### src/hw/rtl/assert_macros.svh
// Assertion helpers; each use needs i_clk and i_rst_n in scope.
`ifndef ASSERT_MACROS_SVH
`define ASSERT_MACROS_SVH

// Check a property on every rising clock edge outside of reset.
`define KCL_ASSERT(lbl, prop) \
    lbl: assert property (@(posedge i_clk) disable iff (!i_rst_n) (prop)) \
        else $error("kcl assertion failed");

// Same check with a caller message.
`define KCL_ASSERT_MSG(lbl, prop, msg) \
    lbl: assert property (@(posedge i_clk) disable iff (!i_rst_n) (prop)) \
        else $error(msg);

`endif

### src/hw/rtl/kcl_pkg.sv
package kcl_pkg;

    localparam int CODE_DIGITS = 5;
    localparam int CODE_BITS   = 4 * CODE_DIGITS;
    localparam int POS_W       = (CODE_DIGITS > 1) ? $clog2(CODE_DIGITS) : 1;

    localparam int MODE_W   = 3;
    localparam int DIGITS_W = 3;
    localparam int EV_W     = 4;
    localparam int KEY_W    = 4;
    localparam int CNT_W    = 4;
    localparam int TICK_W   = 20;
    localparam int EMERG_W  = 20;
    localparam int CFG_IDX_W  = 2;
    localparam int CFG_DATA_W = 20;

    // lock modes
    localparam logic [MODE_W-1:0] MODE_ENTER   = 3'd0;
    localparam logic [MODE_W-1:0] MODE_OPEN    = 3'd1;
    localparam logic [MODE_W-1:0] MODE_CONFIRM = 3'd2;
    localparam logic [MODE_W-1:0] MODE_OLD     = 3'd3;
    localparam logic [MODE_W-1:0] MODE_NEW     = 3'd4;
    localparam logic [MODE_W-1:0] MODE_LOCKED  = 3'd5;
    localparam logic [MODE_W-1:0] MODE_ALARM   = 3'd6;

    // events
    localparam logic [EV_W-1:0] EV_NONE     = 4'd0;
    localparam logic [EV_W-1:0] EV_DIGIT    = 4'd1;
    localparam logic [EV_W-1:0] EV_GRANTED  = 4'd2;
    localparam logic [EV_W-1:0] EV_WRONG    = 4'd3;
    localparam logic [EV_W-1:0] EV_LOCK     = 4'd4;
    localparam logic [EV_W-1:0] EV_UNLOCK   = 4'd5;
    localparam logic [EV_W-1:0] EV_ALARM    = 4'd6;
    localparam logic [EV_W-1:0] EV_PROMPT   = 4'd7;
    localparam logic [EV_W-1:0] EV_DECLINED = 4'd8;
    localparam logic [EV_W-1:0] EV_OLD_OK   = 4'd9;
    localparam logic [EV_W-1:0] EV_STORED   = 4'd10;
    localparam logic [EV_W-1:0] EV_EMERG_OK = 4'd11;

    // opcodes and keys
    localparam logic OP_KEY  = 1'b0;
    localparam logic OP_TICK = 1'b1;
    localparam logic [KEY_W-1:0] KEY_LAST_DIGIT = 4'd9;
    localparam logic [KEY_W-1:0] KEY_CHANGE     = 4'd10;
    localparam logic [KEY_W-1:0] KEY_CONFIRM    = 4'd1;
    localparam logic [KEY_W-1:0] KEY_DECLINE    = 4'd2;

    // configuration register indexes
    localparam logic [CFG_IDX_W-1:0] REG_EMERGENCY = 2'd0;
    localparam logic [CFG_IDX_W-1:0] REG_WRONG_LIM = 2'd1;
    localparam logic [CFG_IDX_W-1:0] REG_LOCKOUTS  = 2'd2;
    localparam logic [CFG_IDX_W-1:0] REG_TICKS     = 2'd3;

    localparam logic [EMERG_W-1:0] EMERG_RST    = 20'd0;
    localparam logic [CNT_W-1:0]   WRONG_RST    = 4'd3;
    localparam logic [CNT_W-1:0]   LOCKOUTS_RST = 4'd2;
    localparam logic [TICK_W-1:0]  TICKS_RST    = 20'd20000;

    typedef logic [CODE_BITS-1:0] t_code;

    typedef struct packed {
        logic [EMERG_W-1:0] emergency_code;
        logic [CNT_W-1:0]   wrong_limit;
        logic [CNT_W-1:0]   lockouts_to_alarm;
        logic [TICK_W-1:0]  lockout_ticks;
    } t_cfg;

    typedef struct packed {
        logic             opcode;
        logic [KEY_W-1:0] key_code;
    } t_item;

    typedef struct packed {
        logic [MODE_W-1:0]   mode;
        logic [DIGITS_W-1:0] digits_entered;
        logic [EV_W-1:0]     event_res;
        logic                green_lamp;
        logic                red_lamp;
        logic                buzzer_on;
    } t_res;

endpackage

### src/hw/rtl/kcl_if.sv
interface kcl_in_if import kcl_pkg::*; ();
    logic             valid;
    logic             ready;
    logic             opcode;
    logic [KEY_W-1:0] key_code;

    modport source (output valid, output opcode, output key_code, input ready);
    modport sink   (input valid, input opcode, input key_code, output ready);
endinterface

interface kcl_out_if import kcl_pkg::*; ();
    logic                valid;
    logic                ready;
    logic [MODE_W-1:0]   mode;
    logic [DIGITS_W-1:0] digits_entered;
    logic [EV_W-1:0]     event_res;
    logic                green_lamp;
    logic                red_lamp;
    logic                buzzer_on;

    modport source (output valid, output mode, output digits_entered, output event_res,
                    output green_lamp, output red_lamp, output buzzer_on, input ready);
    modport sink   (input valid, input mode, input digits_entered, input event_res,
                    input green_lamp, input red_lamp, input buzzer_on, output ready);
endinterface

interface kcl_cfg_if import kcl_pkg::*; ();
    logic                  valid;
    logic                  ready;
    logic [CFG_IDX_W-1:0]  index;
    logic [CFG_DATA_W-1:0] data;

    modport source (output valid, output index, output data, input ready);
    modport sink   (input valid, input index, input data, output ready);
endinterface

### src/hw/rtl/kcl_cfg_regs.sv
module kcl_cfg_regs import kcl_pkg::*; (
    input  logic      i_clk,
    input  logic      i_rst_n,
    kcl_cfg_if.sink   i_cfg,
    output t_cfg      o_cfg
);

    t_cfg r_cfg;

    assign i_cfg.ready = 1'b1;
    assign o_cfg       = r_cfg;

    always_ff @(posedge i_clk) begin
        if (!i_rst_n) begin
            r_cfg.emergency_code    <= EMERG_RST;
            r_cfg.wrong_limit       <= WRONG_RST;
            r_cfg.lockouts_to_alarm <= LOCKOUTS_RST;
            r_cfg.lockout_ticks     <= TICKS_RST;
        end else if (i_cfg.valid) begin
            unique case (i_cfg.index)
                REG_EMERGENCY: r_cfg.emergency_code    <= EMERG_W'(i_cfg.data);
                REG_WRONG_LIM: r_cfg.wrong_limit       <= CNT_W'(i_cfg.data);
                REG_LOCKOUTS:  r_cfg.lockouts_to_alarm <= CNT_W'(i_cfg.data);
                REG_TICKS:     r_cfg.lockout_ticks     <= TICK_W'(i_cfg.data);
                default: ;
            endcase
        end
    end

endmodule

### src/hw/rtl/kcl_core.sv
`include "assert_macros.svh"

module kcl_core import kcl_pkg::*; (
    input  logic  i_clk,
    input  logic  i_rst_n,
    input  t_cfg  i_cfg,
    input  logic  i_step,
    input  t_item i_item,
    output t_res  o_res
);

    localparam logic [POS_W-1:0] POS_LAST = POS_W'(CODE_DIGITS - 1);
    localparam logic [CNT_W-1:0] CNT_MAX  = {CNT_W{1'b1}};

    logic [MODE_W-1:0] r_mode,    n_mode;
    logic [POS_W-1:0]  r_pos,     n_pos;
    t_code             r_entry,   n_entry;
    t_code             r_stored,  n_stored;
    logic [CNT_W-1:0]  r_wrong,   n_wrong;
    logic [CNT_W-1:0]  r_lockcnt, n_lockcnt;
    logic [TICK_W-1:0] r_timer,   n_timer;
    logic              r_green,   n_green;
    logic              r_buzzer,  n_buzzer;

    logic [EV_W-1:0]   ev;
    t_code             shifted;
    logic              full;
    logic [POS_W-1:0]  pos_inc;
    logic [CNT_W-1:0]  wrong_inc;
    logic [CNT_W-1:0]  lock_inc;
    logic [CNT_W-1:0]  wrong_lim;
    logic [CNT_W-1:0]  alarm_lim;
    logic [TICK_W-1:0] tick_len;
    logic              wrong_hit;
    logic              is_tick;
    logic              is_digit;

    always_comb begin
        is_tick   = (i_item.opcode == OP_TICK);
        is_digit  = (i_item.key_code <= KEY_LAST_DIGIT);
        shifted   = CODE_BITS'({r_entry, i_item.key_code});
        full      = (r_pos == POS_LAST);
        pos_inc   = full ? '0 : r_pos + POS_W'(1);
        wrong_inc = (r_wrong != CNT_MAX) ? r_wrong + CNT_W'(1) : r_wrong;
        lock_inc  = (r_lockcnt != CNT_MAX) ? r_lockcnt + CNT_W'(1) : r_lockcnt;
        wrong_lim = (i_cfg.wrong_limit != '0) ? i_cfg.wrong_limit : CNT_W'(1);
        alarm_lim = (i_cfg.lockouts_to_alarm != '0) ? i_cfg.lockouts_to_alarm : CNT_W'(1);
        tick_len  = (i_cfg.lockout_ticks != '0) ? i_cfg.lockout_ticks : TICK_W'(1);
        wrong_hit = (wrong_inc >= wrong_lim);

        n_mode    = r_mode;
        n_pos     = r_pos;
        n_entry   = r_entry;
        n_stored  = r_stored;
        n_wrong   = r_wrong;
        n_lockcnt = r_lockcnt;
        n_timer   = r_timer;
        n_green   = r_green;
        n_buzzer  = r_buzzer;
        ev        = EV_NONE;

        if (is_tick) begin
            if (r_mode == MODE_LOCKED) begin
                if (r_timer > TICK_W'(1)) begin
                    n_timer = r_timer - TICK_W'(1);
                end else begin
                    n_timer = '0;
                    n_pos   = '0;
                    if (lock_inc >= alarm_lim) begin
                        n_lockcnt = '0;
                        n_buzzer  = 1'b1;
                        n_mode    = MODE_ALARM;
                        ev        = EV_ALARM;
                    end else begin
                        n_lockcnt = lock_inc;
                        n_mode    = MODE_ENTER;
                        ev        = EV_UNLOCK;
                    end
                end
            end
        end else if (is_digit) begin
            unique case (r_mode)
                MODE_ENTER, MODE_OLD, MODE_NEW, MODE_ALARM: begin
                    // shift the digit in; act once the last one arrives
                    n_entry = shifted;
                    n_pos   = pos_inc;
                    ev      = EV_DIGIT;
                    if (full) begin
                        if (r_mode == MODE_NEW) begin
                            n_stored = shifted;
                            n_green  = 1'b1;
                            n_mode   = MODE_OPEN;
                            ev       = EV_STORED;
                        end else if (r_mode == MODE_ALARM) begin
                            if (shifted == CODE_BITS'(i_cfg.emergency_code)) begin
                                n_stored = '0;
                                n_buzzer = 1'b0;
                                n_green  = 1'b1;
                                n_mode   = MODE_OPEN;
                                ev       = EV_EMERG_OK;
                            end else begin
                                ev = EV_WRONG;
                            end
                        end else if (shifted == r_stored) begin
                            if (r_mode == MODE_ENTER) begin
                                n_green = 1'b1;
                                n_mode  = MODE_OPEN;
                                ev      = EV_GRANTED;
                            end else begin
                                n_mode = MODE_NEW;
                                ev     = EV_OLD_OK;
                            end
                        end else if (wrong_hit) begin
                            n_wrong = '0;
                            n_timer = tick_len;
                            n_mode  = MODE_LOCKED;
                            ev      = EV_LOCK;
                            if (r_mode == MODE_OLD) begin
                                n_green = 1'b0;
                            end
                        end else begin
                            n_wrong = wrong_inc;
                            ev      = EV_WRONG;
                        end
                    end
                end
                MODE_CONFIRM: begin
                    if (i_item.key_code == KEY_CONFIRM) begin
                        n_mode = MODE_OLD;
                        n_pos  = '0;
                        ev     = EV_PROMPT;
                    end else if (i_item.key_code == KEY_DECLINE) begin
                        n_mode  = MODE_OPEN;
                        n_pos   = '0;
                        n_green = 1'b1;
                        ev      = EV_DECLINED;
                    end
                end
                default: ;
            endcase
        end else if (i_item.key_code == KEY_CHANGE && r_mode == MODE_OPEN) begin
            n_mode = MODE_CONFIRM;
            n_pos  = '0;
            ev     = EV_PROMPT;
        end

        o_res.mode           = n_mode;
        o_res.digits_entered = DIGITS_W'(n_pos);
        o_res.event_res      = ev;
        o_res.green_lamp     = n_green;
        o_res.red_lamp       = (n_mode == MODE_LOCKED);
        o_res.buzzer_on      = n_buzzer;
    end

    always_ff @(posedge i_clk) begin
        if (!i_rst_n) begin
            r_mode    <= MODE_ENTER;
            r_pos     <= '0;
            r_stored  <= '0;
            r_wrong   <= '0;
            r_lockcnt <= '0;
            r_timer   <= '0;
            r_green   <= 1'b0;
            r_buzzer  <= 1'b0;
        end else if (i_step) begin
            r_mode    <= n_mode;
            r_pos     <= n_pos;
            r_stored  <= n_stored;
            r_wrong   <= n_wrong;
            r_lockcnt <= n_lockcnt;
            r_timer   <= n_timer;
            r_green   <= n_green;
            r_buzzer  <= n_buzzer;
        end
    end

    always_ff @(posedge i_clk) begin
        if (i_step) begin
            r_entry <= n_entry;
        end
    end

    `KCL_ASSERT_MSG(a_buzzer_alarm, r_buzzer == (r_mode == MODE_ALARM), "buzzer out of step with alarm")
    `KCL_ASSERT_MSG(a_lock_timer, (r_mode == MODE_LOCKED) |-> (r_timer != '0), "lockout with idle timer")
    `KCL_ASSERT(a_timer_dec, (i_step && is_tick && r_mode == MODE_LOCKED && r_timer > TICK_W'(1)) |=> (r_timer == $past(r_timer) - TICK_W'(1)))
    `KCL_ASSERT(a_pos_idle, (r_mode == MODE_OPEN || r_mode == MODE_CONFIRM || r_mode == MODE_LOCKED) |-> (r_pos == '0))

endmodule

### src/hw/rtl/keypad_code_lock_controller.sv
// Keypad code lock controller.
// Each request is held in an input register; its result is registered in the result register once that is free.
// Throughput: one request per cycle while the status side keeps ready high; the single-pass state update sets the pace.
// Reset: synchronous, active low; clears mode, counters, timer, lamps and the
// stored code (all zeros) and loads the register defaults.
module keypad_code_lock_controller import kcl_pkg::*; (
    input  logic      i_clk,
    input  logic      i_rst_n,
    kcl_cfg_if.sink   i_cfg,
    kcl_in_if.sink    i_in,
    kcl_out_if.source o_res
);

    t_cfg  cfg;
    t_res  core_res;

    logic  r_in_vld;
    t_item r_in_item;
    logic  r_out_vld;
    t_res  r_out;
    logic  advance;

    // Configuration register bank.
    kcl_cfg_regs u_cfg (
        .i_clk   (i_clk),
        .i_rst_n (i_rst_n),
        .i_cfg   (i_cfg),
        .o_cfg   (cfg)
    );

    // Move the held request into the result register whenever the result
    // register is empty or being drained this cycle. The lock state updates
    // in the same edge, so the next request sees it right away.
    assign advance    = r_in_vld && (!r_out_vld || o_res.ready);
    assign i_in.ready = !r_in_vld || advance;

    // Input register: capture a new request, or drop the held one once it
    // has moved on.
    always_ff @(posedge i_clk) begin
        if (!i_rst_n) begin
            r_in_vld <= 1'b0;
        end else if (i_in.ready) begin
            r_in_vld <= i_in.valid;
        end
    end

    always_ff @(posedge i_clk) begin
        if (i_in.valid && i_in.ready) begin
            r_in_item.opcode   <= i_in.opcode;
            r_in_item.key_code <= i_in.key_code;
        end
    end

    // Lock state and the single-pass next-state logic.
    kcl_core u_core (
        .i_clk   (i_clk),
        .i_rst_n (i_rst_n),
        .i_cfg   (cfg),
        .i_step  (advance),
        .i_item  (r_in_item),
        .o_res   (core_res)
    );

    // Result register: hold until the sink takes it.
    always_ff @(posedge i_clk) begin
        if (!i_rst_n) begin
            r_out_vld <= 1'b0;
        end else if (advance) begin
            r_out_vld <= 1'b1;
        end else if (o_res.ready) begin
            r_out_vld <= 1'b0;
        end
    end

    always_ff @(posedge i_clk) begin
        if (advance) begin
            r_out <= core_res;
        end
    end

    assign o_res.valid          = r_out_vld;
    assign o_res.mode           = r_out.mode;
    assign o_res.digits_entered = r_out.digits_entered;
    assign o_res.event_res      = r_out.event_res;
    assign o_res.green_lamp     = r_out.green_lamp;
    assign o_res.red_lamp       = r_out.red_lamp;
    assign o_res.buzzer_on      = r_out.buzzer_on;

endmodule

### src/flat_wrapper.sv
// flat-port wrapper written by rule: the top's interface ports become plain ports
module keypad_code_lock_controller_flat import kcl_pkg::*;
  (i_clk, i_rst_n, i_cfg_valid, i_cfg_index, i_cfg_data, i_cfg_ready, i_in_valid, i_in_opcode, i_in_key_code, i_in_ready, o_res_valid, o_res_mode, o_res_digits_entered, o_res_event_res, o_res_green_lamp, o_res_red_lamp, o_res_buzzer_on, o_res_ready);
  kcl_cfg_if i_cfg_i ();
  kcl_in_if i_in_i ();
  kcl_out_if o_res_i ();
  input  logic i_clk;
  input  logic i_rst_n;
  input wire logic [$bits(i_cfg_i.valid)-1:0] i_cfg_valid;
  input wire logic [$bits(i_cfg_i.index)-1:0] i_cfg_index;
  input wire logic [$bits(i_cfg_i.data)-1:0] i_cfg_data;
  output wire logic [$bits(i_cfg_i.ready)-1:0] i_cfg_ready;
  input wire logic [$bits(i_in_i.valid)-1:0] i_in_valid;
  input wire logic [$bits(i_in_i.opcode)-1:0] i_in_opcode;
  input wire logic [$bits(i_in_i.key_code)-1:0] i_in_key_code;
  output wire logic [$bits(i_in_i.ready)-1:0] i_in_ready;
  output wire logic [$bits(o_res_i.valid)-1:0] o_res_valid;
  output wire logic [$bits(o_res_i.mode)-1:0] o_res_mode;
  output wire logic [$bits(o_res_i.digits_entered)-1:0] o_res_digits_entered;
  output wire logic [$bits(o_res_i.event_res)-1:0] o_res_event_res;
  output wire logic [$bits(o_res_i.green_lamp)-1:0] o_res_green_lamp;
  output wire logic [$bits(o_res_i.red_lamp)-1:0] o_res_red_lamp;
  output wire logic [$bits(o_res_i.buzzer_on)-1:0] o_res_buzzer_on;
  input wire logic [$bits(o_res_i.ready)-1:0] o_res_ready;
  assign i_cfg_i.valid = i_cfg_valid;
  assign i_cfg_i.index = i_cfg_index;
  assign i_cfg_i.data = i_cfg_data;
  assign i_cfg_ready = i_cfg_i.ready;
  assign i_in_i.valid = i_in_valid;
  assign i_in_i.opcode = i_in_opcode;
  assign i_in_i.key_code = i_in_key_code;
  assign i_in_ready = i_in_i.ready;
  assign o_res_valid = o_res_i.valid;
  assign o_res_mode = o_res_i.mode;
  assign o_res_digits_entered = o_res_i.digits_entered;
  assign o_res_event_res = o_res_i.event_res;
  assign o_res_green_lamp = o_res_i.green_lamp;
  assign o_res_red_lamp = o_res_i.red_lamp;
  assign o_res_buzzer_on = o_res_i.buzzer_on;
  assign o_res_i.ready = o_res_ready;
  keypad_code_lock_controller u_core (.i_clk(i_clk), .i_rst_n(i_rst_n), .i_cfg(i_cfg_i), .i_in(i_in_i), .o_res(o_res_i));
endmodule
### config.mk
export PLATFORM = sky130hd
export DESIGN_NAME = keypad_code_lock_controller_flat
export DESIGN_NICKNAME = d
export VERILOG_FILES = /design/src/hw/rtl/kcl_pkg.sv /design/src/hw/rtl/kcl_if.sv /design/src/hw/rtl/kcl_cfg_regs.sv /design/src/hw/rtl/kcl_core.sv /design/src/hw/rtl/keypad_code_lock_controller.sv /design/src/flat_wrapper.sv
export VERILOG_INCLUDE_DIRS = /design/src /design/src/hw/rtl
export SDC_FILE = /design/constraint.sdc
export NUM_CORES = 1
export LEC_CHECK = 0
export ABC_AREA = 1
export BUFFER_PORTS_ARGS = -buffer_cell sky130_fd_sc_hd__buf_2
export CORE_MARGIN = 1
export CORE_UTILIZATION = 49
export DETAILED_ROUTE_END_ITERATION = 10
export PLACE_DENSITY = 0.69
export SLEW_MARGIN = 20
export SYNTH_ARGS = -nofsm -noshare
export SYNTH_HDL_FRONTEND = slang
export SYNTH_SLANG_ARGS = --single-unit
### constraint.sdc
create_clock -name i_clk -period 2.9 [get_ports i_clk]
set_input_delay 0.29 -clock i_clk [delete_from_list [all_inputs] [get_ports i_clk]]
set_output_delay 0.29 -clock i_clk [all_outputs]
set_load 0.03 [all_outputs]
## Word level (Yosys, flattened, before mapping)

Cells that the tools add are included.

| word-level totals | value |
|---|---|
| bits in registers | 140 |
| input port bits | 32 |
| output and inout port bits | 16 |
| word-level logic and storage cells | 173 |

| cells by class | value |
|---|---|
| add/subtract/negate cells | 4 |
| order comparisons | 4 |
| eq/ne operators | 22 |
| mux-type cells | 86 |
| bitwise gates (word level) | 5 |
| reductions and logical operators | 29 |

Operators by type and width:

| cell | count |
|---|---|
| 20-bit two-way mux | 14 |
| 3-bit two-way mux | 27 |
| 4-bit two-way mux | 16 |
| 20-bit equality test | 2 |
| 1-bit two-way mux | 24 |
| 20-bit by 1-bit > comparator with 1-bit output (second input constant) | 1 |
| 20-bit nonzero test | 1 |
| 20-bit by 1-bit subtractor with 20-bit output (second input constant) | 1 |
| 3-bit equality test (second input constant) | 5 |
| 2-bit nonzero test | 7 |
| 3-bit case mux with 2 select lines | 2 |
| 9-bit AND reduction | 1 |
| 4-bit by 1-bit adder with 4-bit output (second input constant) | 2 |
| 4-bit >= comparator | 2 |
| 4-bit != test (second input constant) | 2 |
| 4-bit case mux with 2 select lines | 1 |
| 2-bit AND reduction | 4 |
| 4-bit AND reduction | 2 |
| 8-bit AND reduction | 1 |
| 4-bit nonzero test | 2 |
| 7-bit AND reduction | 1 |
| 3-bit by 2-bit equality test with 1-bit output (second input constant) | 2 |
| 2-bit by 1-bit != test with 1-bit output (second input constant) | 3 |
| 1-bit NOT | 5 |
| other kinds (17) | 22 |

## Depth between registers and ports, before layout

Gate-level depths: netlist (run 1).

| logic depth | value |
|---|---|
| depth in word-level cells | 12 |
| mapped depth | 22 |
| gate-level depth less buffers | 22 |

## Hierarchy

Synthesis (run 1) repeated with hierarchy kept, for this count alone.

| unflattened totals | value |
|---|---|
| cells, all modules | 1,170 |
| area total of the unflattened synthesis | 7,960.1 sq um |

Modules (own cells, without submodules):

| module | instances | cells each | area an instance (sq um) | seq. area each (sq um) |
|---|---|---|---|---|
| kcl_core | 1 | 839 | 5,307.6 | 1,601.5 |
| kcl_cfg_regs | 1 | 300 | 2,016.9 | 960.9 |
| keypad_code_lock_controller | 1 | 31 | 635.6 | 580.6 |

## Worst setup path after synthesis (run 1)

Ideal clock, no wire load.

| timing | value |
|---|---|
| path type | register -> register |
| start point | register u_core.u_core.r_wrong[0] |
| end point | register u_core.r_out (netlist bit u_core.o_res.red_lamp), data pin |
| library setup time | 0.253 ns |
| data arrival time | 2.407 ns |
| required time | 2.647 ns |
| slack | 0.240 ns |
| stages on the path, launching flop included | 23 |
| buffers on the path | 0 |
| clock period less this slack | 2.660 ns |
| cell sequence | dfxtp_1 -> ha_1 -> nand2_1 -> inv_1 -> nand2_1 -> mux2_2 -> ha_1 -> inv_1 -> nor2_1 -> o211ai_1 -> nand3_1 -> inv_1 -> nand2_2 -> nand2_1 -> nand2_1 -> nand2_1 -> nand2_1 -> nand2_1 -> nand2_1 -> nand2_2 -> nand2_2 -> nand2_1 -> nor2_1 |

RTL lines:

| element | RTL line | source |
|---|---|---|
| start, declared | kcl_core.sv:19 | `logic [CNT_W-1:0] r_wrong, n_wrong;` |
| start signal, assigned | kcl_core.sv:169 | `r_wrong <= n_wrong;` |
| end signal, assigned | keypad_code_lock_controller.sv:77 | `r_out <= core_res;` |
| end, declared | keypad_code_lock_controller.sv:20 | `t_res r_out;` |

## Worst setup path in the final report (run 1)

| timing | value |
|---|---|
| start point | register u_core.u_core.r_wrong[1] |
| end point | register u_core.u_core.r_timer[1] |

| between the ends | value |
|---|---|
| longest elaborated chain between the ends | 5 |
| elaborated cells between the ends (all ways) | 6 |
| those cells by class | add/sub (1); order compare (1); eq/ne (1); mux (1); reduce/logical (2) |

Ends and longest elaborated chain:

| element | RTL line | source |
|---|---|---|
| 4-bit by 1-bit adder with 4-bit output / 4-bit != test (equally long branches) | kcl_core.sv:44 | `wrong_inc = (r_wrong != CNT_MAX) ? r_wrong + CNT_W'(1) : r_wrong;` |
| 4-bit two-way mux * | kcl_core.sv:44 |  |
| 4-bit >= comparator * | kcl_core.sv:49 | `wrong_hit = (wrong_inc >= wrong_lim);` |
| 2-bit nonzero test (no source line) * | n/a |  |
| 9-bit AND reduction (no source line) * | n/a |  |
| end signal, assigned | kcl_core.sv:171 | `r_timer <= n_timer;` |
| end, declared | kcl_core.sv:21 | `logic [TICK_W-1:0] r_timer, n_timer;` |

Mark *: on every way between the ends. The rest lies on a longest branch, timed or not.
A chain may end at the register's enable or synchronous reset.

==> results.json, run 1 <==
{
  "dp_hpwl_mm": 12.8,
  "fmaxAchievable_mhz": 366,
  "synth-seq-area-share_pct": 43.4,
  "drc": 0,
  "grt.total_usage_pct": 25.5,
  "grt_pass1_vias": 5924,
  "cap_violations": 0,
  "die_area_um2": 15300,
  "ir_drop_v": 0.000426,
  "tightest_slew_ns": 0.753,
  "placed_cell_area_um2": 7660,
  "critPathCaptureType": "flop",
  "comb_power_share_pct": 9.9,
  "port_buffers": 46,
  "syn_avg_cell_area_um2": 7.42,
  "synthCells": 976,
  "grt_first_pass_wirelength_mm": 29.4,
  "ctsHoldBuffers": 0,
  "yosysTopAreaCellShare_pct": 29.3,
  "viasPerCell": 5.36,
  "cts_sinks": 140,
  "first_iter_violations": 562,
  "clockBufferDepth": 2,
  "cts_made_buffers": 17,
  "drive_above_1_share_pct": 14.5,
  "p_leak_nw": 3.73,
  "fin_crit_ns": 2.73,
  "final_cell_mix": "192 x nand2_1, 120 x inv_1, 117 x nor2_1",
  "cts-root-buf": "clkbuf_16",
  "post_drt_wl_per_cell_um": 15.2,
  "r2r_slack_ns": 0.17,
  "path_cells": "ha_2, nand2_2, inv_2, nand2_4, mux2_4, ha_4, inv_1, nor2_1, o211ai_1, nand3_2, nand3_2, a21oi_4, buf_4, nand2_2, o21ai_0, a21oi_1",
  "synth-seq-cells": 140,
  "required_ns": 3.22,
  "yosysWarnings": 0,
  "holdCritPathClass": "in -> reg",
  "powerDensity_nw_per_um2": 569,
  "ys_types": 47,
  "synth_edf_count": 34,
  "initial_core_util_pct": 50.0,
  "die_h_um": 124,
  "drt-total-wl_mm": 18.6,
  "fin_skew_ns": 0.00896,
  "synth-async-reset-ratio_pct": 0,
  "cpMaxStageDelayCell": "dfxtp_2",
  "internal_power_mw": 3.55,
  "cp.arrival_ns": 3.05,
  "power_frac_clock_pct": 45.5,
  "antenna_found_initial": 0,
  "grt_start_max_net_pins": 60,
  "syn2layout_area_growth_pct": 15.5,
  "instances_no_fill": 1230,
  "syn-num-nets": 1022,
  "rows": 44,
  "gp_congestion": 0.987,
  "mostFrequentLayoutCell": "nand2_1",
  "grt_overflow": 0,
  "relSlewSlack_pct": 49.7,
  "synth_area_um2": 7240,
  "cts_tree": "yes",
  "crit_fanout": 8,
  "final-seq-area_um2": 3150,
  "design_area_um2": 8360,
  "h-tree-depth": 4,
  "power_frac_seq_pct": 44.5,
  "path_clk_slew_ns": 0.06,
  "cp_slowest_stage_delay_ns": 0.35,
  "hold_viol_final": 0,
  "num-nets-final": 1079,
  "drv_slew": 0,
  "status": "complete, no violations",
  "p_switching_mw": 1.20,
  "ios": 48,
  "start_kind": "flop",
  "crit_type": "reg -> reg",
  "clk_latency_ns": 0.43,
  "antenna_cells": 0,
  "dr.pass1.iters": 6,
  "setup_viol": 0,
  "dp_cells": 1188,
  "fillers": 1340,
  "ant_nets": 0,
  "vias": 6596,
  "multi_input_area_um2": 3500,
  "p_sw_share_pct": 25.3,
  "period_share_pct": 94.2,
  "die_x_um": 124,
  "synth_top_area_cell": "dfxtp_1",
  "fp.coreArea_um2": 14500,
  "ys.flop_type": "dfxtp_1",
  "final_util_pct": 57.8,
  "synth.area.top_cells": "dfxtp_1 29%, edfxtp_1 14%, nand2_1 10%"
}
-- power by group through the flow --
stage / clock network (mW) / registers [mW] / logic (mW)
2_1_floorplan: 0 / 2.16 / 0.306
3_3_place_gp: 0 / 2.16 / 0.456
3_5_place_dp: 0 / 2.16 / 0.457
4_1_cts: 2.20 / 2.12 / 0.461
5_1_grt: 2.28 / 2.13 / 0.528
6_report: 2.17 / 2.12 / 0.472
-- final timing paths --
path                                 start                       end  cells past startpoint
setup / recovery  u_core.u_core.r_wrong[1]  u_core.u_core.r_timer[1]                     16
hold / removal            i_in_key_code[3]       u_core.r_in_item[3]                      1
setup reg to reg  u_core.u_core.r_wrong[1]  u_core.u_core.r_timer[1]                     16
hold reg to reg     u_core.u_cfg.o_cfg[31]    u_core.u_cfg.o_cfg[31]                      2
-- through the flow --
| step | setup WS, ns | power [mW] | hold slack [ns] | TNS [ns] |
|---|---|---|---|---|
| final | 0.168 | 4.76 | 0.0454 | 0 |
| after global routing | -0.0188 | 4.94 | 0.0285 | -0.0188 |
| after CTS | 0.0240 | 4.78 | 0.0335 | 0 |
| after detailed placement | -0.0665 | 2.62 | 0.461 | -0.165 |
| after global placement | 0.0610 | 2.61 | 0.454 | 0 |
| after floorplan | 0.240 | 2.47 | 0.389 | 0 |
-- state kept, by name, summed over array words and instances, names as in the netlist, 4 cells and up --
| register | count |
|---|---|
| u_core.u_cfg.o_cfg | 48 |
| u_core.u_core.r_stored | 20 |
| u_core.u_core.r_timer | 20 |
| u_core.u_core.r_entry | 16 |
| u_core.r_in_item | 5 |
| u_core.o_res.event_res | 4 |
| u_core.u_core.r_lockcnt | 4 |
| u_core.u_core.r_wrong | 4 |
-- critical path: cells and delay by family (launching register included) --
kind            cells  cell delay (ns)
compound gates      4             0.63
fa+ha+maj           2             0.46
flops               1             0.35
mux                 1             0.32
buf+inv             3             0.28
simple gates        6             0.61
-- final cells by class --
| type | count | area share (%) |
|---|---|---|
| multi-input cells | 676 | 41.9 |
| repair buffers | 67 | 4.79 |
| well taps | 184 | 2.75 |
| clock inverters | 14 | 1.82 |
| repair inverters | 1 | 0.0748 |
| inverters | 130 | 5.92 |
| clock buffers | 18 | 5.13 |
| flip-flops and latches | 140 | 37.6 |
-- synth_stat cells, drive strengths merged (6+ instances only) --
master  number
nand2      202
inv        129
nor2       125
dfxtp      106
o21ai      100
a21oi       97
nand3       41
edfxtp      34
clkbuf      20
nor3        20
xor2        16
ha          14
xnor2       13
buf         12
nand4       11
o22ai        6
-- timing repair --
action                     CTS  global route
gates resized for setup      3            16
pin swaps                    0             6
setup endpoints to repair   15            28
gates cloned                 1             2
setup buffers                0             7
-- logic make-up (layout without fill, tap and decap cells) --
kind of cell	Yosys count	after routing	share of synthesized area, %
buf+inv	162	230	9.03
other cells	1	1	0.0518
mux	2	2	0.311
xor+xnor	29	29	3.51
fa+ha+maj	14	14	2.42
simple gates	403	405	24.4
flops	140	140	43.4
compound gates	225	225	16.9
-- metal layers --
| metal | part of all wire, % | track usage, % | up-vias |
|---|---|---|---|
| li1 | - | - | 3313 |
| met1 | 47 | 34.7 | 3012 |
| met2 | 45 | 39.0 | 229 |
| met3 | 6.1 | 5.40 | 42 |
| met4 | 2.3 | 10.8 | 0 |
| met5 | 0 | 0 | - |
No activity file was read; power rests on OpenSTA's default activity.
==> inputs of run 2 (changes only) <==
--- a/config.mk
+++ b/config.mk
@@ -9,9 +9,9 @@
 export ABC_AREA = 1
 export BUFFER_PORTS_ARGS = -buffer_cell sky130_fd_sc_hd__buf_2
 export CORE_MARGIN = 1
-export CORE_UTILIZATION = 49
+export CORE_UTILIZATION = 55
 export DETAILED_ROUTE_END_ITERATION = 10
-export PLACE_DENSITY = 0.69
+export PLACE_DENSITY = 0.76
 export SLEW_MARGIN = 20
 export SYNTH_ARGS = -nofsm -noshare
 export SYNTH_HDL_FRONTEND = slang
==> run 2 against run 1 <==
Clock power fell by 7%. Count of clock-buffer cells in the layout grew 6. Global-route usage grew 3.5 points. Sequential share of layout area is 0.41 points higher. Flip-flop and latch count stayed put. Via count fell by 0.56%. First-iteration DRC count down 5.0%. Clock skew barely moved. Worst setup slack improved by 0.027 ns. Critical endpoint is now u_core.u_core.r_timer[19]. Largest cell class unchanged. Largest power group is now sequential cells.
==> results.json, run 2 (same netlist as run 1, synthesis figures left out) <==
{
  "status": "complete, no violations",
  "path_clk_slew_ns": 0.06,
  "internal_power_mw": 3.42,
  "cts_tree": "yes",
  "grt_pass1_vias": 6235,
  "port_buffers": 46,
  "period_share_pct": 93.3,
  "reg2reg_from": "u_core.u_core.r_wrong[0]",
  "cts_made_buffers": 17,
  "p_switching_mw": 1.17,
  "fp.coreArea_um2": 12700,
  "antenna_found_initial": 0,
  "num-nets-final": 1074,
  "reg2reg_depth": 16,
  "ctsHoldBuffers": 0,
  "clockBufferDepth": 2,
  "power_frac_clock_pct": 43.6,
  "drt-total-wl_mm": 18.2,
  "dp_hpwl_mm": 12.7,
  "initial_core_util_pct": 56.9,
  "ir_drop_v": 0.000565,
  "grt_start_max_net_pins": 60,
  "cp.arrival_ns": 3.06,
  "clk_latency_ns": 0.43,
  "grt_overflow": 0,
  "first_iter_violations": 534,
  "post_drt_wl_per_cell_um": 15.0,
  "drv_slew": 0,
  "crit_fanout": 23,
  "drive_above_1_share_pct": 14.1,
  "start_kind": "flop",
  "h-tree-depth": 4,
  "die_x_um": 117,
  "antenna_cells": 0,
  "startpoint": "u_core.u_core.r_wrong[0]",
  "ios": 48,
  "critPathTopFamily": "simple AND/OR/NAND/NOR gates",
  "grt.total_usage_pct": 29.0,
  "relSlewSlack_pct": 48.4,
  "comb_power_share_pct": 10.4,
  "timing.rr.end": "u_core.u_core.r_timer[19]",
  "die_area_um2": 13600,
  "viasPerCell": 5.41,
  "hold_viol_final": 0,
  "rsz0062_at_grt": "yes",
  "fin_total_pwr_mw": 4.60,
  "instances_no_fill": 1212,
  "cap_violations": 0,
  "fmaxAchievable_mhz": 370,
  "cp-endpoint": "u_core.u_core.r_timer[19]",
  "gp_congestion": 0.941,
  "path_buf_inv": 3,
  "ant_nets": 0,
  "mostFrequentLayoutCell": "nand2_1",
  "cpMaxStageDelayCell": "dfxtp_4",
  "r2r_slack_ns": 0.19,
  "final_cell_mix": "191 x nand2_1, 120 x inv_1, 117 x nor2_1",
  "cts-root-buf": "clkbuf_16",
  "grt_first_pass_wirelength_mm": 29.9,
  "power_frac_seq_pct": 46.0,
  "crit_type": "reg -> reg",
  "critPathCaptureType": "flop",
  "cp_slowest_stage_delay_ns": 0.36,
  "cts_sinks": 140,
  "largest_register_ffs": 48,
  "dp_cells": 1178,
  "required_ns": 3.25,
  "powerDensity_nw_per_um2": 555,
  "fin_crit_ns": 2.71,
  "fillers": 1142,
  "die_h_um": 117,
  "cp.depth": 16,
  "dr.pass1.iters": 5,
  "holdCritPathClass": "in -> reg",
  "p_leak_nw": 3.71,
  "tightest_slew_ns": 0.774,
  "vias": 6559,
  "setup_viol": 0,
  "p_sw_share_pct": 25.6,
  "drc": 0,
  "rows": 41,
  "syn2layout_area_growth_pct": 14.4,
  "path_cells": "ha_4, nand2_2, inv_2, nand2_4, mux2_4, ha_4, inv_1, nor2_1, o211ai_1, nand3_2, nand3_1, a21oi_2, nand2_4, inv_6, o21ai_0, a31oi_1",
  "fin_skew_ns": 0.00886
}
run 2: changes by cell type in the layout (fill, tap and decap cells not counted), sizes merged:
cell,before,now
nand2,204,202
clkbuf,18,24
bufinv,3,0
inv,130,129
clkinv,9,8
clkinvlp,3,0
buf,67,65
run 2: how the worst min path moves through the flow:
stage                                start                     end  slack (ns)  cells after the start
global placement    u_core.u_cfg.o_cfg[24]  u_core.u_cfg.o_cfg[24]        0.45                      2
global route              i_in_key_code[2]     u_core.r_in_item[2]        0.03                      1
CTS                       i_in_key_code[3]     u_core.r_in_item[3]        0.03                      1
detailed placement  u_core.u_cfg.o_cfg[24]  u_core.u_cfg.o_cfg[24]        0.45                      2
floorplan                 i_in_key_code[0]     u_core.r_in_item[0]        0.39                      0
finish                    i_in_key_code[3]     u_core.r_in_item[3]        0.04                      1
run 2: per-stage QoR:
| step | cell area, µm² | hold slack, ns | setup WS (ns) | util [%] | setup TNS (ns) |
|---|---|---|---|---|---|
| 2_1_floorplan | 7240 | 0.389 | 0.240 | - | 0 |
| 3_3_place_gp | 7660 | 0.447 | 0.0695 | 60.2 | 0 |
| 3_5_place_dp | 7660 | 0.455 | -0.00298 | 60.2 | -0.00298 |
| 4_1_cts | 8210 | 0.0301 | 0.0206 | 64.5 | 0 |
| 5_1_grt | 8290 | 0.0330 | -0.0179 | 65.1 | -0.0344 |
| 6_report | 8290 | 0.0401 | 0.195 | 65.1 | 0 |
run 2: worst reg2reg max path: stages, from the launching register on:
cell and delay, ns:
dfxtp_4 0.36, ha_4 0.16, nand2_2 0.07, inv_2 0.05, nand2_4 0.07, mux2_4 0.32, ha_4 0.27, inv_1 0.03
nor2_1 0.09, o211ai_1 0.13, nand3_2 0.15, nand3_1 0.12, a21oi_2 0.21, nand2_4 0.15, inv_6 0.19, o21ai_0 0.10
a31oi_1 0.17
run 2: repair_timing:
item | in CTS | in global routing
setup buffers | 0 | 3
pin swaps | 0 | 3
hold endpoints to repair | 0 | 0
setup endpoints to repair | 2 | 25
gates resized for setup | 1 | 18
run 2: final cells by class:
class	instances	area, µm²	share of cell area (%)
repair buffers	65	385	4.65
multi-input cells	674	3500	42.2
well taps	172	215	2.60
clock buffers	24	504	6.08
inverters	130	493	5.95
flip-flops and latches	140	3150	38.0
clock inverters	7	38.8	0.468
run 2: metal layers:
metal  wire, µm  GRT usage [%]  vias up  share of wire (%)
met3       1220           6.07       51                6.7
met1       8010           36.7     2982                 44
li1           -              -     3301                  -
met5          0              0        -                  0
met4        520           13.0        0                2.9
met2       8460           47.6      225                 46
run 2: power by group through the flow:
stage	registers (mW)	clock network, mW	logic (mW)
after floorplan	2.16	0	0.306
after global placement	2.16	0	0.463
after detailed placement	2.15	0	0.466
after CTS	2.11	2.03	0.470
after global routing	2.12	2.11	0.535
final	2.11	2.01	0.478
==> inputs of run 3 (changes only) <==
==> constraint.sdc (replaced) <==
create_clock -name i_clk -period 2.27 [get_ports i_clk]
set_input_delay 0.227 -clock i_clk [delete_from_list [all_inputs] [get_ports i_clk]]
set_output_delay 0.227 -clock i_clk [all_outputs]
set_load 0.03 [all_outputs]
==> run 3 against run 2 <==
The flow now finishes with violations (negative setup slack). Non-clock buffer count up 46. Sequential share of layout area down 2.7 points. Flip-flop and latch count unchanged. Die area unchanged. Clock power up 29%. Core utilization up 4.8 points. Sequential power up 28%. Final cell count up 4.1%. Critical path depth up 1. Count of clock-buffer cells in the layout down 4. Largest cell class unchanged. Highest routed layer unchanged.
==> results.json, run 3 (same netlist as run 1, synthesis figures left out) <==
{
  "grt_overflow": 0,
  "vias": 6846,
  "syn2layout_area_growth_pct": 22.9,
  "antenna_cells": 0,
  "hold_viol_final": 0,
  "rows": 41,
  "holdCritPathClass": "in -> reg",
  "drv_slew": 0,
  "grt_pass1_vias": 6358,
  "p_leak_nw": 4.02,
  "path_clk_slew_ns": 0.06,
  "fmaxAchievable_mhz": 378,
  "grt_start_max_net_pins": 60,
  "drc": 0,
  "ant_nets": 0,
  "setup_viol": 36,
  "fp.coreArea_um2": 12700,
  "crit_type": "reg -> reg",
  "clk_latency_ns": 0.43,
  "final_util_pct": 70.0,
  "pre_cts_ws_ns": -0.373,
  "worst_slack_ns": -0.373,
  "ios": 48,
  "dp_cells": 1211,
  "met2_usage_pct": 50.3,
  "dr.pass1.iters": 6,
  "status": "complete, but fails checks",
  "cts_made_buffers": 17,
  "crit_fanout": 7,
  "die_area_um2": 13600,
  "relSlewSlack_pct": 49.4,
  "grt_first_pass_wirelength_mm": 30.9,
  "drive_above_1_share_pct": 21.4,
  "start_kind": "flop",
  "largest_register_ffs": 48,
  "cts_sinks": 140,
  "required_ns": 2.58,
  "die_h_um": 117,
  "gp_congestion": 0.970,
  "ir_drop_v": 0.000513,
  "h-tree-depth": 4,
  "antenna_found_initial": 0,
  "initial_core_util_pct": 56.9,
  "powerDensity_nw_per_um2": 674,
  "violations": "negative setup slack",
  "cts-root-buf": "clkbuf_16",
  "rsz0062_at_grt": "yes",
  "fin_skew_ns": 0.00827,
  "mostFrequentLayoutCell": "nand2_1",
  "fin_crit_ns": 2.64,
  "cts_tree": "yes",
  "use_met1_pct": 38.0,
  "final.setup.tns_ns": -8.70,
  "cp.arrival_ns": 2.95,
  "first_iter_violations": 550,
  "fillers": 1068,
  "dp_hpwl_mm": 13.3,
  "num-nets-final": 1123,
  "period_share_pct": 116,
  "post_drt_wl_per_cell_um": 15.3,
  "tightest_slew_ns": 0.758,
  "die_x_um": 117,
  "port_buffers": 46,
  "grt.total_usage_pct": 30.1,
  "drt-total-wl_mm": 19.3,
  "viasPerCell": 5.42,
  "grt.busiest_layer": "met2",
  "final_cell_mix": "187 x nand2_1, 115 x inv_1, 115 x nor2_1",
  "critPathCaptureType": "flop",
  "instances_no_fill": 1262,
  "cap_violations": 0,
  "clockBufferDepth": 2,
  "grt_use_met3_pct": 6.33
}
==> run 3: cell types whose count changed in the layout (fill, tap and decap cells not counted), sizes merged <==
cell | before | now
clkinv | 8 | 10
clkinvlp | 0 | 2
dlygate4sd3 | 0 | 5
bufinv | 0 | 1
buf | 65 | 106
clkbuf | 24 | 20
nand2 | 202 | 203
inv | 129 | 131
==> run 3: what timing repair did <==
| item | 4_1_cts | 5_1_grt |
|---|---|---|
| hold buffers | 5 | 0 |
| pin swaps | 11 | 15 |
| endpoints found under the setup margin | 38 | 42 |
| buffers inserted | 4 | 8 |
| cloned | 4 | 0 |
| resized for setup | 34 | 31 |
| hold endpoints to repair | 5 | 0 |
==> run 3: area by class of cell <==
class,count,area (µm²),share of cell area (%)
multi-input cells,675,3670,41.3
repair buffers,111,798,8.97
inverters,130,498,5.59
well taps,172,215,2.42
clock buffers,20,457,5.13
flip-flops and latches,140,3150,35.4
clock inverters,12,97.6,1.10
repair inverters,2,15.0,0.169
==> run 3: worst max-delay path, stage by stage (launching register included) <==
cell and delay [ns]:
dfxtp_2 0.35, ha_4 0.14, nand2_4 0.05, inv_2 0.07
nand2_2 0.06, mux2_4 0.32, ha_4 0.27, inv_2 0.03
nor2_1 0.08, o211ai_1 0.11, nand3_2 0.14, buf_4 0.13
nand3_2 0.07, a21oi_4 0.18, nand2_4 0.15, buf_12 0.18
o21ai_1 0.10, a21oi_1 0.06
==> run 3: worst paths after layout <==
check | slack, ns | cells after the start | endpoint | from
setup / recovery | -0.37 | 17 | u_core.u_core.r_timer[14] | u_core.u_core.r_wrong[0]
hold / removal | 0.05 | 3 | u_core.u_cfg.o_cfg[35] | i_cfg_data[7]
setup reg to reg | -0.37 | 17 | u_core.u_core.r_timer[14] | u_core.u_core.r_wrong[0]
hold reg to reg | 0.47 | 2 | u_core.u_cfg.o_cfg[30] | u_core.u_cfg.o_cfg[30]
==> run 3: per-stage QoR <==
step                      instance area (µm²)  power [mW]  hold slack [ns]
after floorplan                          7310        3.16            0.326
after global routing                     8900        6.22           0.0420
after detailed placement                 7970        3.38            0.410
after global placement                   7970        3.37            0.404
final                                    8900        6.00           0.0475
after CTS                                8750        5.98           0.0365
==> run 3: metal layers <==
metal	routed length, µm	part of all wire [%]	vias to the layer above
li1	-	-	3409
met1	8040	42	3118
met2	9390	49	264
met3	1380	7.1	55
met4	537	2.8	0
met5	0	0	-
==> run 3: power by group <==
part	switching, mW	total, mW	internal, mW
logic	0.451	0.695	0.244
clock network	1.05	2.60	1.55
registers	0.0563	2.70	2.64
total	1.56	6.00	4.44
